**config.mk**
```make
export PLATFORM = sky130hd
export DESIGN_NAME = accel_tilt_angle_with_calibration_flat
export DESIGN_NICKNAME = d
export VERILOG_FILES = /design/src/tac_pkg.sv /design/src/tac_if.sv /design/src/tac_isqrt.sv /design/src/tac_cordic.sv /design/src/tac_cdiv.sv /design/src/accel_tilt_angle_with_calibration.sv /design/src/flat_wrapper.sv
export SDC_FILE = /design/constraint.sdc
export NUM_CORES = 2
export LEC_CHECK = 0
export BUFFER_PORTS_ARGS = -buffer_cell sky130_fd_sc_hd__buf_2
export CAP_MARGIN = 40
export CORE_MARGIN = 2
export CORE_UTILIZATION = 40
export CTS_CLUSTER_DIAMETER = 60
export DETAILED_ROUTE_END_ITERATION = 12
export GPL_TIMING_DRIVEN = 0
export PLACE_DENSITY = 0.56
export SLEW_MARGIN = 25
export SYNTH_ARGS = -nofsm -noshare
export SYNTH_HDL_FRONTEND = slang
export SYNTH_SLANG_ARGS = --single-unit
```
**constraint.sdc**
```tcl
create_clock -name clk -period 17.75 [get_ports clk]
set_input_delay 0 -clock clk [delete_from_list [all_inputs] [get_ports clk]]
set_output_delay 0 -clock clk [all_outputs]
set_load 0.1 [all_outputs]
```
**src/tac_pkg.sv**
```systemverilog
// Shared widths, constants and the CORDIC arctangent table for the tilt block.
// Used by every module of the block except tac_cdiv; no dependencies.
package tac_pkg;

  localparam int SAMPLE_W     = 16;
  localparam int ANGLE_W      = 16;
  localparam int MAG_W        = 16;
  localparam int SQ_W         = 32;
  localparam int ACC_W        = 24;
  localparam int CNT_W        = 9;
  localparam int BIAS_W       = 15;
  localparam int CORDIC_STEPS = 20;
  localparam int STEP_W       = 5;
  localparam int PRESCALE     = 12;
  localparam int CX_W         = 32;
  localparam int Z_W          = 24;
  localparam int SQRT_STEPS   = 16;
  localparam int SQRT_STEP_W  = 4;

  localparam logic [ANGLE_W-1:0] ANGLE_LIMIT = 16'd9000;

  function automatic logic signed [Z_W-1:0] atan_entry(input logic [STEP_W-1:0] idx);
    logic signed [Z_W-1:0] v;
    case (idx)
      5'd0:    v = 24'sd1152000;
      5'd1:    v = 24'sd680065;
      5'd2:    v = 24'sd359328;
      5'd3:    v = 24'sd182400;
      5'd4:    v = 24'sd91554;
      5'd5:    v = 24'sd45822;
      5'd6:    v = 24'sd22916;
      5'd7:    v = 24'sd11459;
      5'd8:    v = 24'sd5730;
      5'd9:    v = 24'sd2865;
      5'd10:   v = 24'sd1432;
      5'd11:   v = 24'sd716;
      5'd12:   v = 24'sd358;
      5'd13:   v = 24'sd179;
      5'd14:   v = 24'sd90;
      5'd15:   v = 24'sd45;
      5'd16:   v = 24'sd22;
      5'd17:   v = 24'sd11;
      5'd18:   v = 24'sd6;
      5'd19:   v = 24'sd3;
      default: v = '0;
    endcase
    return v;
  endfunction

endpackage

```
**src/tac_if.sv**
```systemverilog
// Valid/ready channel interfaces for accelerometer samples and tilt results.
// Depends on tac_pkg for field widths.
interface tac_in_if;
  logic                                   valid;
  logic                                   ready;
  logic                                   func;
  logic signed [tac_pkg::SAMPLE_W-1:0]    accel_x;
  logic signed [tac_pkg::SAMPLE_W-1:0]    accel_y;
  logic signed [tac_pkg::SAMPLE_W-1:0]    accel_z;
  modport source (output valid, func, accel_x, accel_y, accel_z, input ready);
  modport sink (input valid, func, accel_x, accel_y, accel_z, output ready);
endinterface

interface tac_out_if;
  logic                                   valid;
  logic                                   ready;
  logic signed [tac_pkg::ANGLE_W-1:0]     pitch_angle;
  logic signed [tac_pkg::ANGLE_W-1:0]     roll_angle;
  logic                                   calibration_done;
  modport source (output valid, pitch_angle, roll_angle, calibration_done, input ready);
  modport sink (input valid, pitch_angle, roll_angle, calibration_done, output ready);
endinterface

```
**src/tac_isqrt.sv**
```systemverilog
// Iterative integer square root, one result bit per cycle, rounded down.
// Depends on tac_pkg.
module tac_isqrt (
  input  logic                        clk,
  input  logic                        rst,
  input  logic                        start,
  input  logic [tac_pkg::SQ_W-1:0]    value,
  output logic                        done,
  output logic [tac_pkg::MAG_W-1:0]   root
);

  logic [tac_pkg::SQ_W-1:0]        rem;
  logic [tac_pkg::SQ_W-1:0]        res;
  logic [tac_pkg::SQRT_STEP_W-1:0] step;
  logic                            busy;
  logic [tac_pkg::SQ_W-1:0]        bitv;
  logic [tac_pkg::SQ_W-1:0]        trial;

  assign bitv  = 32'h4000_0000 >> {step, 1'b0};
  assign trial = res + bitv;
  assign root  = res[tac_pkg::MAG_W-1:0];

  always_ff @(posedge clk) begin
    done <= 1'b0;
    if (rst) begin
      busy <= 1'b0;
      step <= '0;
    end else if (start) begin
      busy <= 1'b1;
      step <= '0;
      rem  <= value;
      res  <= '0;
    end else if (busy) begin
      if (rem >= trial) begin
        rem <= rem - trial;
        res <= (res >> 1) + bitv;
      end else begin
        res <= res >> 1;
      end
      step <= step + 1'b1;
      if (step == tac_pkg::SQRT_STEP_W'(tac_pkg::SQRT_STEPS - 1)) begin
        busy <= 1'b0;
        done <= 1'b1;
      end
    end
  end

endmodule

```
**src/tac_cordic.sv**
```systemverilog
// Vectoring CORDIC giving atan2(num, mag) in hundredths of a degree, one step per cycle.
// Depends on tac_pkg for the arctangent table and widths.
module tac_cordic (
  input  logic                                clk,
  input  logic                                rst,
  input  logic                                start,
  input  logic signed [tac_pkg::SAMPLE_W-1:0] num,
  input  logic [tac_pkg::MAG_W-1:0]           mag,
  output logic                                done,
  output logic signed [tac_pkg::ANGLE_W-1:0]  angle
);

  typedef enum logic [1:0] {C_IDLE, C_RUN, C_FIN} cstate_t;

  cstate_t                          state;
  logic signed [tac_pkg::CX_W-1:0]  x;
  logic signed [tac_pkg::CX_W-1:0]  y;
  logic signed [tac_pkg::Z_W-1:0]   z;
  logic [tac_pkg::STEP_W-1:0]       step;
  logic                             zero_num;
  logic signed [tac_pkg::CX_W-1:0]  xs;
  logic signed [tac_pkg::CX_W-1:0]  ys;
  logic signed [tac_pkg::Z_W-1:0]   atan_v;
  logic [tac_pkg::Z_W-1:0]          zabs;
  logic [tac_pkg::Z_W-1:0]          zrnd;
  logic [tac_pkg::ANGLE_W-1:0]      qmag;
  logic [tac_pkg::ANGLE_W-1:0]      qclamp;

  assign xs     = x >>> step;
  assign ys     = y >>> step;
  assign atan_v = tac_pkg::atan_entry(step);
  assign zabs   = z[tac_pkg::Z_W-1] ? tac_pkg::Z_W'(-z) : tac_pkg::Z_W'(z);
  assign zrnd   = (zabs + 24'd128) >> 8;
  assign qmag   = zrnd[tac_pkg::ANGLE_W-1:0];
  assign qclamp = (qmag > tac_pkg::ANGLE_LIMIT) ? tac_pkg::ANGLE_LIMIT : qmag;

  always_ff @(posedge clk) begin
    done <= 1'b0;
    if (rst) begin
      state <= C_IDLE;
      step  <= '0;
    end else begin
      case (state)
        C_IDLE: begin
          if (start) begin
            x        <= $signed({4'b0, mag, 12'b0});
            y        <= $signed({{4{num[tac_pkg::SAMPLE_W-1]}}, num, 12'b0});
            z        <= '0;
            step     <= '0;
            zero_num <= (num == '0);
            state    <= C_RUN;
          end
        end
        C_RUN: begin
          if (y > 0) begin
            x <= x + ys;
            y <= y - xs;
            z <= z + atan_v;
          end else begin
            x <= x - ys;
            y <= y + xs;
            z <= z - atan_v;
          end
          step <= step + 1'b1;
          if (step == tac_pkg::STEP_W'(tac_pkg::CORDIC_STEPS - 1)) begin
            state <= C_FIN;
          end
        end
        C_FIN: begin
          if (zero_num) begin
            angle <= '0;
          end else if (z[tac_pkg::Z_W-1]) begin
            angle <= $signed(-qclamp);
          end else begin
            angle <= $signed(qclamp);
          end
          done  <= 1'b1;
          state <= C_IDLE;
        end
        default: state <= C_IDLE;
      endcase
    end
  end

endmodule

```
**src/tac_cdiv.sv**
```systemverilog
// Divider by a fixed divisor using a reciprocal multiplication; the result is ready in the cycle after start.
// Depends on nothing beyond its parameters.
module tac_cdiv #(
  parameter int DIVISOR = 20,
  parameter int DW      = 24
) (
  input  logic          clk,
  input  logic          rst,
  input  logic          start,
  input  logic [DW-1:0] dividend,
  output logic          done,
  output logic [DW-1:0] quotient
);

  // The shift is wide enough that the rounded-up reciprocal gives the exact floor
  // for every dividend below 2^DW.
  localparam int SHIFT = DW + $clog2(DIVISOR);
  localparam int MW    = DW + 2;
  localparam int PW    = SHIFT + DW;
  localparam logic [MW-1:0] RECIP =
    MW'(((64'd1 << SHIFT) + 64'(DIVISOR - 1)) / 64'(DIVISOR));

  logic [PW-1:0] prod;

  assign prod = PW'(dividend) * PW'(RECIP);

  always_ff @(posedge clk) begin
    if (rst) begin
      done <= 1'b0;
    end else begin
      done <= start;
    end
    if (start) begin
      quotient <= prod[SHIFT +: DW];
    end
  end

endmodule

```
**src/accel_tilt_angle_with_calibration.sv**
```systemverilog
// Top level of the accelerometer tilt block: sequencer, squaring multiplier and calibration.
// Depends on tac_pkg, tac_if, tac_isqrt, tac_cordic and tac_cdiv.
//
// Each sample transaction yields one result transaction carrying pitch and roll in
// hundredths of a degree. The block handles one sample at a time: three squarings on
// one multiplier, then per angle a square root and a CORDIC, after which the result
// is registered to the output and the block returns to idle to take the next sample.
// The calibration sample that completes a run of CAL_SAMPLES adds two reciprocal
// divisions for the mean offsets. A new sample is taken while a result still waits
// to be read; the next result then holds the block until the waiting one has been read.
module accel_tilt_angle_with_calibration #(
  parameter int CAL_SAMPLES = 20
) (
  input  logic     clk,
  input  logic     rst,
  tac_in_if.sink   acc_in,
  tac_out_if.source angle_out
);

  typedef enum logic [2:0] {S_IDLE, S_SQ, S_SQRT, S_CORD, S_CAL, S_DIV, S_OUT} state_t;

  state_t                                 state;
  logic                                   second;
  logic [1:0]                             sq_cnt;
  logic                                   func_r;
  logic signed [tac_pkg::SAMPLE_W-1:0]    ax;
  logic signed [tac_pkg::SAMPLE_W-1:0]    ay;
  logic signed [tac_pkg::SAMPLE_W-1:0]    az;
  logic [tac_pkg::SQ_W-1:0]               sx;
  logic [tac_pkg::SQ_W-1:0]               sy;
  logic [tac_pkg::SQ_W-1:0]               sz;
  logic signed [tac_pkg::ANGLE_W-1:0]     pitch;
  logic signed [tac_pkg::ANGLE_W-1:0]     roll;
  logic signed [tac_pkg::ACC_W-1:0]       pitch_accumulator;
  logic signed [tac_pkg::ACC_W-1:0]       roll_accumulator;
  logic [tac_pkg::CNT_W-1:0]              sample_counter;
  logic signed [tac_pkg::BIAS_W-1:0]      pitch_bias;
  logic signed [tac_pkg::BIAS_W-1:0]      roll_bias;
  logic                                   done_r;

  logic signed [tac_pkg::SAMPLE_W-1:0]    mul_op;
  logic signed [tac_pkg::SQ_W-1:0]        prod;
  logic [tac_pkg::CNT_W-1:0]              cnt_next;
  logic signed [tac_pkg::ACC_W-1:0]       pacc_next;
  logic signed [tac_pkg::ACC_W-1:0]       racc_next;
  logic signed [tac_pkg::ACC_W-1:0]       div_src;
  logic [tac_pkg::ACC_W-1:0]              div_in;
  logic [tac_pkg::BIAS_W-1:0]             qbias;
  logic signed [tac_pkg::BIAS_W-1:0]      bias_val;

  logic                                   sqrt_start;
  logic                                   sqrt_done;
  logic [tac_pkg::MAG_W-1:0]              sqrt_root;
  logic                                   cord_start;
  logic                                   cord_done;
  logic signed [tac_pkg::ANGLE_W-1:0]     cord_angle;
  logic                                   div_start;
  logic                                   div_done;
  logic [tac_pkg::ACC_W-1:0]              div_q;

  assign acc_in.ready = (state == S_IDLE);

  always_comb begin
    case (sq_cnt)
      2'd0:    mul_op = ax;
      2'd1:    mul_op = ay;
      default: mul_op = az;
    endcase
  end

  assign prod      = mul_op * mul_op;
  assign cnt_next  = sample_counter + 1'b1;
  assign pacc_next = pitch_accumulator + tac_pkg::ACC_W'(pitch);
  assign racc_next = roll_accumulator + tac_pkg::ACC_W'(roll);
  assign div_src   = second ? roll_accumulator : pitch_accumulator;
  assign div_in    = (div_src[tac_pkg::ACC_W-1] ? tac_pkg::ACC_W'(-div_src)
                                                : tac_pkg::ACC_W'(div_src))
                     + tac_pkg::ACC_W'(CAL_SAMPLES / 2);
  assign qbias     = div_q[tac_pkg::BIAS_W-1:0];
  assign bias_val  = div_src[tac_pkg::ACC_W-1] ? $signed(-qbias) : $signed(qbias);

  tac_isqrt u_isqrt (
    .clk   (clk),
    .rst   (rst),
    .start (sqrt_start),
    .value (second ? (sx + sz) : (sy + sz)),
    .done  (sqrt_done),
    .root  (sqrt_root)
  );

  tac_cordic u_cordic (
    .clk   (clk),
    .rst   (rst),
    .start (cord_start),
    .num   (second ? ay : ax),
    .mag   (sqrt_root),
    .done  (cord_done),
    .angle (cord_angle)
  );

  tac_cdiv #(
    .DIVISOR (CAL_SAMPLES),
    .DW      (tac_pkg::ACC_W)
  ) u_cdiv (
    .clk      (clk),
    .rst      (rst),
    .start    (div_start),
    .dividend (div_in),
    .done     (div_done),
    .quotient (div_q)
  );

  always_ff @(posedge clk) begin
    sqrt_start <= 1'b0;
    cord_start <= 1'b0;
    div_start  <= 1'b0;
    if (rst) begin
      state             <= S_IDLE;
      second            <= 1'b0;
      sq_cnt            <= '0;
      pitch_accumulator <= '0;
      roll_accumulator  <= '0;
      sample_counter    <= '0;
      pitch_bias        <= '0;
      roll_bias         <= '0;
      angle_out.valid   <= 1'b0;
    end else begin
      if (state == S_OUT && (!angle_out.valid || angle_out.ready)) begin
        angle_out.valid <= 1'b1;
      end else if (angle_out.valid && angle_out.ready) begin
        angle_out.valid <= 1'b0;
      end
      case (state)
        S_IDLE: begin
          if (acc_in.valid) begin
            func_r <= acc_in.func;
            ax     <= acc_in.accel_x;
            ay     <= acc_in.accel_y;
            az     <= acc_in.accel_z;
            sq_cnt <= '0;
            second <= 1'b0;
            state  <= S_SQ;
          end
        end
        S_SQ: begin
          case (sq_cnt)
            2'd0:    sx <= $unsigned(prod);
            2'd1:    sy <= $unsigned(prod);
            default: sz <= $unsigned(prod);
          endcase
          sq_cnt <= sq_cnt + 1'b1;
          if (sq_cnt == 2'd2) begin
            sqrt_start <= 1'b1;
            state      <= S_SQRT;
          end
        end
        S_SQRT: begin
          if (sqrt_done) begin
            cord_start <= 1'b1;
            state      <= S_CORD;
          end
        end
        S_CORD: begin
          if (cord_done) begin
            if (!second) begin
              pitch      <= cord_angle;
              second     <= 1'b1;
              sqrt_start <= 1'b1;
              state      <= S_SQRT;
            end else begin
              roll  <= cord_angle;
              state <= S_CAL;
            end
          end
        end
        S_CAL: begin
          done_r <= 1'b0;
          state  <= S_OUT;
          if (func_r) begin
            pitch_accumulator <= pacc_next;
            roll_accumulator  <= racc_next;
            sample_counter    <= cnt_next;
            if (cnt_next >= tac_pkg::CNT_W'(CAL_SAMPLES)) begin
              second    <= 1'b0;
              div_start <= 1'b1;
              state     <= S_DIV;
            end
          end
        end
        S_DIV: begin
          if (div_done) begin
            if (!second) begin
              pitch_bias <= bias_val;
              second     <= 1'b1;
              div_start  <= 1'b1;
            end else begin
              roll_bias         <= bias_val;
              pitch_accumulator <= '0;
              roll_accumulator  <= '0;
              sample_counter    <= '0;
              done_r            <= 1'b1;
              state             <= S_OUT;
            end
          end
        end
        S_OUT: begin
          if (!angle_out.valid || angle_out.ready) begin
            angle_out.calibration_done <= done_r;
            if (func_r) begin
              angle_out.pitch_angle <= pitch;
              angle_out.roll_angle  <= roll;
            end else begin
              angle_out.pitch_angle <= pitch - tac_pkg::ANGLE_W'(pitch_bias);
              angle_out.roll_angle  <= roll - tac_pkg::ANGLE_W'(roll_bias);
            end
            state <= S_IDLE;
          end
        end
        default: state <= S_IDLE;
      endcase
    end
  end

endmodule

```
**src/flat_wrapper.sv**
```systemverilog
// flat-port wrapper written by rule: the top's interface ports become plain ports
module accel_tilt_angle_with_calibration_flat 
#(
  parameter int CAL_SAMPLES = 20
)
  (clk, rst, acc_in_valid, acc_in_func, acc_in_accel_x, acc_in_accel_y, acc_in_accel_z, acc_in_ready, angle_out_valid, angle_out_pitch_angle, angle_out_roll_angle, angle_out_calibration_done, angle_out_ready);
  tac_in_if acc_in_i ();
  tac_out_if angle_out_i ();
  input  logic clk;
  input  logic rst;
  input wire logic [$bits(acc_in_i.valid)-1:0] acc_in_valid;
  input wire logic [$bits(acc_in_i.func)-1:0] acc_in_func;
  input wire logic [$bits(acc_in_i.accel_x)-1:0] acc_in_accel_x;
  input wire logic [$bits(acc_in_i.accel_y)-1:0] acc_in_accel_y;
  input wire logic [$bits(acc_in_i.accel_z)-1:0] acc_in_accel_z;
  output wire logic [$bits(acc_in_i.ready)-1:0] acc_in_ready;
  output wire logic [$bits(angle_out_i.valid)-1:0] angle_out_valid;
  output wire logic [$bits(angle_out_i.pitch_angle)-1:0] angle_out_pitch_angle;
  output wire logic [$bits(angle_out_i.roll_angle)-1:0] angle_out_roll_angle;
  output wire logic [$bits(angle_out_i.calibration_done)-1:0] angle_out_calibration_done;
  input wire logic [$bits(angle_out_i.ready)-1:0] angle_out_ready;
  assign acc_in_i.valid = acc_in_valid;
  assign acc_in_i.func = acc_in_func;
  assign acc_in_i.accel_x = acc_in_accel_x;
  assign acc_in_i.accel_y = acc_in_accel_y;
  assign acc_in_i.accel_z = acc_in_accel_z;
  assign acc_in_ready = acc_in_i.ready;
  assign angle_out_valid = angle_out_i.valid;
  assign angle_out_pitch_angle = angle_out_i.pitch_angle;
  assign angle_out_roll_angle = angle_out_i.roll_angle;
  assign angle_out_calibration_done = angle_out_i.calibration_done;
  assign angle_out_i.ready = angle_out_ready;
  accel_tilt_angle_with_calibration #(.CAL_SAMPLES(CAL_SAMPLES)) u_core (.clk(clk), .rst(rst), .acc_in(acc_in_i), .angle_out(angle_out_i));
endmodule
```
==> impl_metrics.tcl <==
set metrics [dict create \
    syn_area_mm2 0.0586 \
    maxCapViolCount 0 \
    clkSinkCount 525 \
    place_ws_ps 4040 \
    r2r-end "u_core.u_cdiv.quotient[9]" \
    final-hold-violation-count 0 \
    grt.met1_usage 0.323 \
    arrival_ps 14120 \
    hold_start "acc_in_accel_y[13]" \
    yosys.area.top_type "edfxtp_1" \
    drtIter0Drc 3254 \
    synthDistinctLibCells 101 \
    required_ps 18180 \
    core_area_mm2 0.146 \
    fin_crit_sh 0.771 \
    initial_core_util 0.403 \
    ys_seq_area_frac 0.246 \
    fin_cells 8447 \
    synth_flop_cell "edfxtp_1" \
    cp-end-kind "flop" \
    crit_cells 40 \
    first_global_vias 47700 \
    port_buffers 86 \
    num_vias 47500 \
    yosys-top-cells-area "edfxtp_1 20%, fa_1 16%, ha_1 13%" \
    holdWs_ps 45.5 \
    worst-r2r-setup-slack_ps 4060 \
    nFillCells 14000 \
    grt.busiest_layer "met2" \
    clk_pin_slew_ps 60 \
    period_needed_ps 13690 \
    gp_congestion 0.996 \
    antenna_found_initial 5 \
    root_buffer "clkbuf_16" \
    hold_path_class "input pin to flop" \
    synthArstFlopShare 0 \
    synth.avg_cell_area_um2 9.46 \
    grt_usage 0.247 \
    drt-vias-per-instance 5.63 \
    synth_top_area_frac 0.201 \
    diodes 0 \
    wl_per_cell_um 22.0 \
    crit_fanout 10 \
    grt_pass1_wl_um 287000 \
    setup_ws_ps 4060 \
    worstSkewPairLatency_ps 680 \
    die_h_um 387 \
    wl_um 186000 \
    yosys_register_bits 525 \
    rsz0062_at_grt "no" \
    status "complete, no violations" \
    dpl.hpwl_um 151000 \
    h-tree-depth 3 \
    slowest_stage "a2111oi_0" \
    max_freq_mhz 73.0 \
    worst_pin_slew_ps 973 \
    holdPathEnd "u_core.ay[13]" \
    cpMostUsedCell "fa_1" \
    critical_path_buf_inv_count 11 \
    rr_worst_depth 40 \
    max_stage_delay_ps 640 \
    synth-edff-count 392 \
    syn_to_final_growth_pct 11.6 \
    ant_nets 0 \
    slew-limit-headroom 0.352 \
    met3_usage 0.0392 \
    whs_path_depth 2 \
    grt.overflow.total 0 \
    skew_ps 26.6 \
    placedCellCount 8250 \
    syn_nets 7304 \
    dieArea_mm2 0.150 \
    setup.worst_path.class "flop to flop" \
    finalSetupViolCount 0 \
    drt-pass1-iter-count 8 \
    grt_max_degree 26 \
    start_kind "flop" \
    setup-tns-final_ps 0 \
    synth_cells 6197 \
    critPathTopFamily "adder cells" \
    row_count 140 \
    timing.rr.start "u_core.second" \
    fp.dieW_um 387 \
    cts_tree "yes" \
    drc 0 \
    io_pins 88 \
    cts_buffers 73 \
    drive_above_1_share 0.0832 \
    fin_nets 7578 \
    grtUsageMet2 0.415 \
    cts_buffer_depth 3 \
    yosys_warnings 0 \
    report.final.slew_viol_count 0 \
]
[Yosys cell counts (all sizes together), types with 69 or more instances]
master,n
nand3,100
nor3,108
nand2,438
o21ai,288
inv,792
mux4,69
fa,464
mux2i,104
edfxtp,392
xnor2,231
a211oi,96
nor2,514
dfxtp,133
ha,590
a21oi,296
a21o,97
xor2,194
mux2,70
clkbuf,153
[cells by family after synthesis]
kind of cell / synth area share
compound gates: 0.147
xor+xnor: 0.0635
fa+ha+maj: 0.284
buf+inv: 0.0667
flops: 0.246
mux: 0.0584
simple gates: 0.134
[metal layers]
metal | vias to the layer above | part of all wire | wire [um]
met5 | - | 0 | 0
met3 | 318 | 0.061 | 11300
met2 | 1389 | 0.47 | 88000
met1 | 23400 | 0.43 | 79300
li1 | 22400 | - | -
met4 | 0 | 0.039 | 7250
[metrics by stage]
stage,utilization,cell area [um^2]
finish,0.449,65400
global route,0.449,65400
CTS,0.449,65300
detailed placement,0.428,62200
global placement,0.422,61500
floorplan,-,58600
[state kept, by name, indices dropped and copies added, names as in the netlist, 31 cells and up]
name and count:
u_core.u_isqrt.res 32, u_core.sy 31, u_core.u_isqrt.rem 32, u_core.sz 31
u_core.u_cordic.x 32, u_core.sx 31, u_core.u_cordic.y 32
[what timing repair did]
item                      in CTS  in global routing
hold buffers                  56                  0
hold endpoints to repair      52                  0
gates resized for setup        0                  0
buffers inserted               0                  0
[final cells by class]
class / instances / area, um^2 / share of cell area
Multi-Input combinational cell: 4657 / 40400 / 0.618
Sequential cell: 525 / 14400 / 0.221
Inverter: 799 / 3000 / 0.0459
Tap cell: 1917 / 2400 / 0.0367
Clock buffer: 92 / 2110 / 0.0322
Timing Repair Buffer: 199 / 1670 / 0.0255
Buffer: 216 / 918 / 0.0140
Clock inverter: 42 / 430 / 0.00658
[layout by cell type (no fill, tap or decap), types with 103 or more instances in the layout]
| cell | synthesis | layout |
|---|---|---|
| o21ai_0 | 281 | 281 |
| buf_2 | 21 | 122 |
| ha_1 | 590 | 590 |
| a21oi_1 | 296 | 294 |
| inv_1 | 791 | 791 |
| edfxtp_1 | 392 | 392 |
| nor3_1 | 108 | 105 |
| nand2_1 | 438 | 438 |
| fa_1 | 464 | 464 |
| xnor2_1 | 231 | 224 |
| xor2_1 | 194 | 192 |
| mux2i_1 | 103 | 103 |
| nor2_1 | 514 | 513 |
| clkbuf_1 | 153 | 155 |
| dfxtp_1 | 133 | 133 |
[worst register-to-register path: cells and delay by family, from the launching register on]
kind                       cells  cell delay [ps]
adders and majority gates      9             4000
xor gates and xnor gates       3             1180
muxes                          1              270
and+or+nand+nor                5             1910
DFF                            1              400
AOI/OAI and AO/OA             11             2670
buffers and inverters         11             2980
[how the worst max path moves through the flow]
stage	startpoint	end	slack (ps)
final	u_core.second	u_core.u_cdiv.quotient[9]	4060
after global routing	u_core.second	u_core.u_cdiv.quotient[14]	3040
after CTS	u_core.second	u_core.u_cdiv.quotient[14]	4010
after detailed placement	u_core.second	u_core.u_cdiv.quotient[14]	4040
after global placement	u_core.second	u_core.u_cdiv.quotient[14]	2480
after floorplan	u_core.second	u_core.u_cdiv.quotient[9]	6670
Power is left out: the tool's default activity adds up to more than one toggle a clock period on the data nets, which glitch-free logic cannot reach.
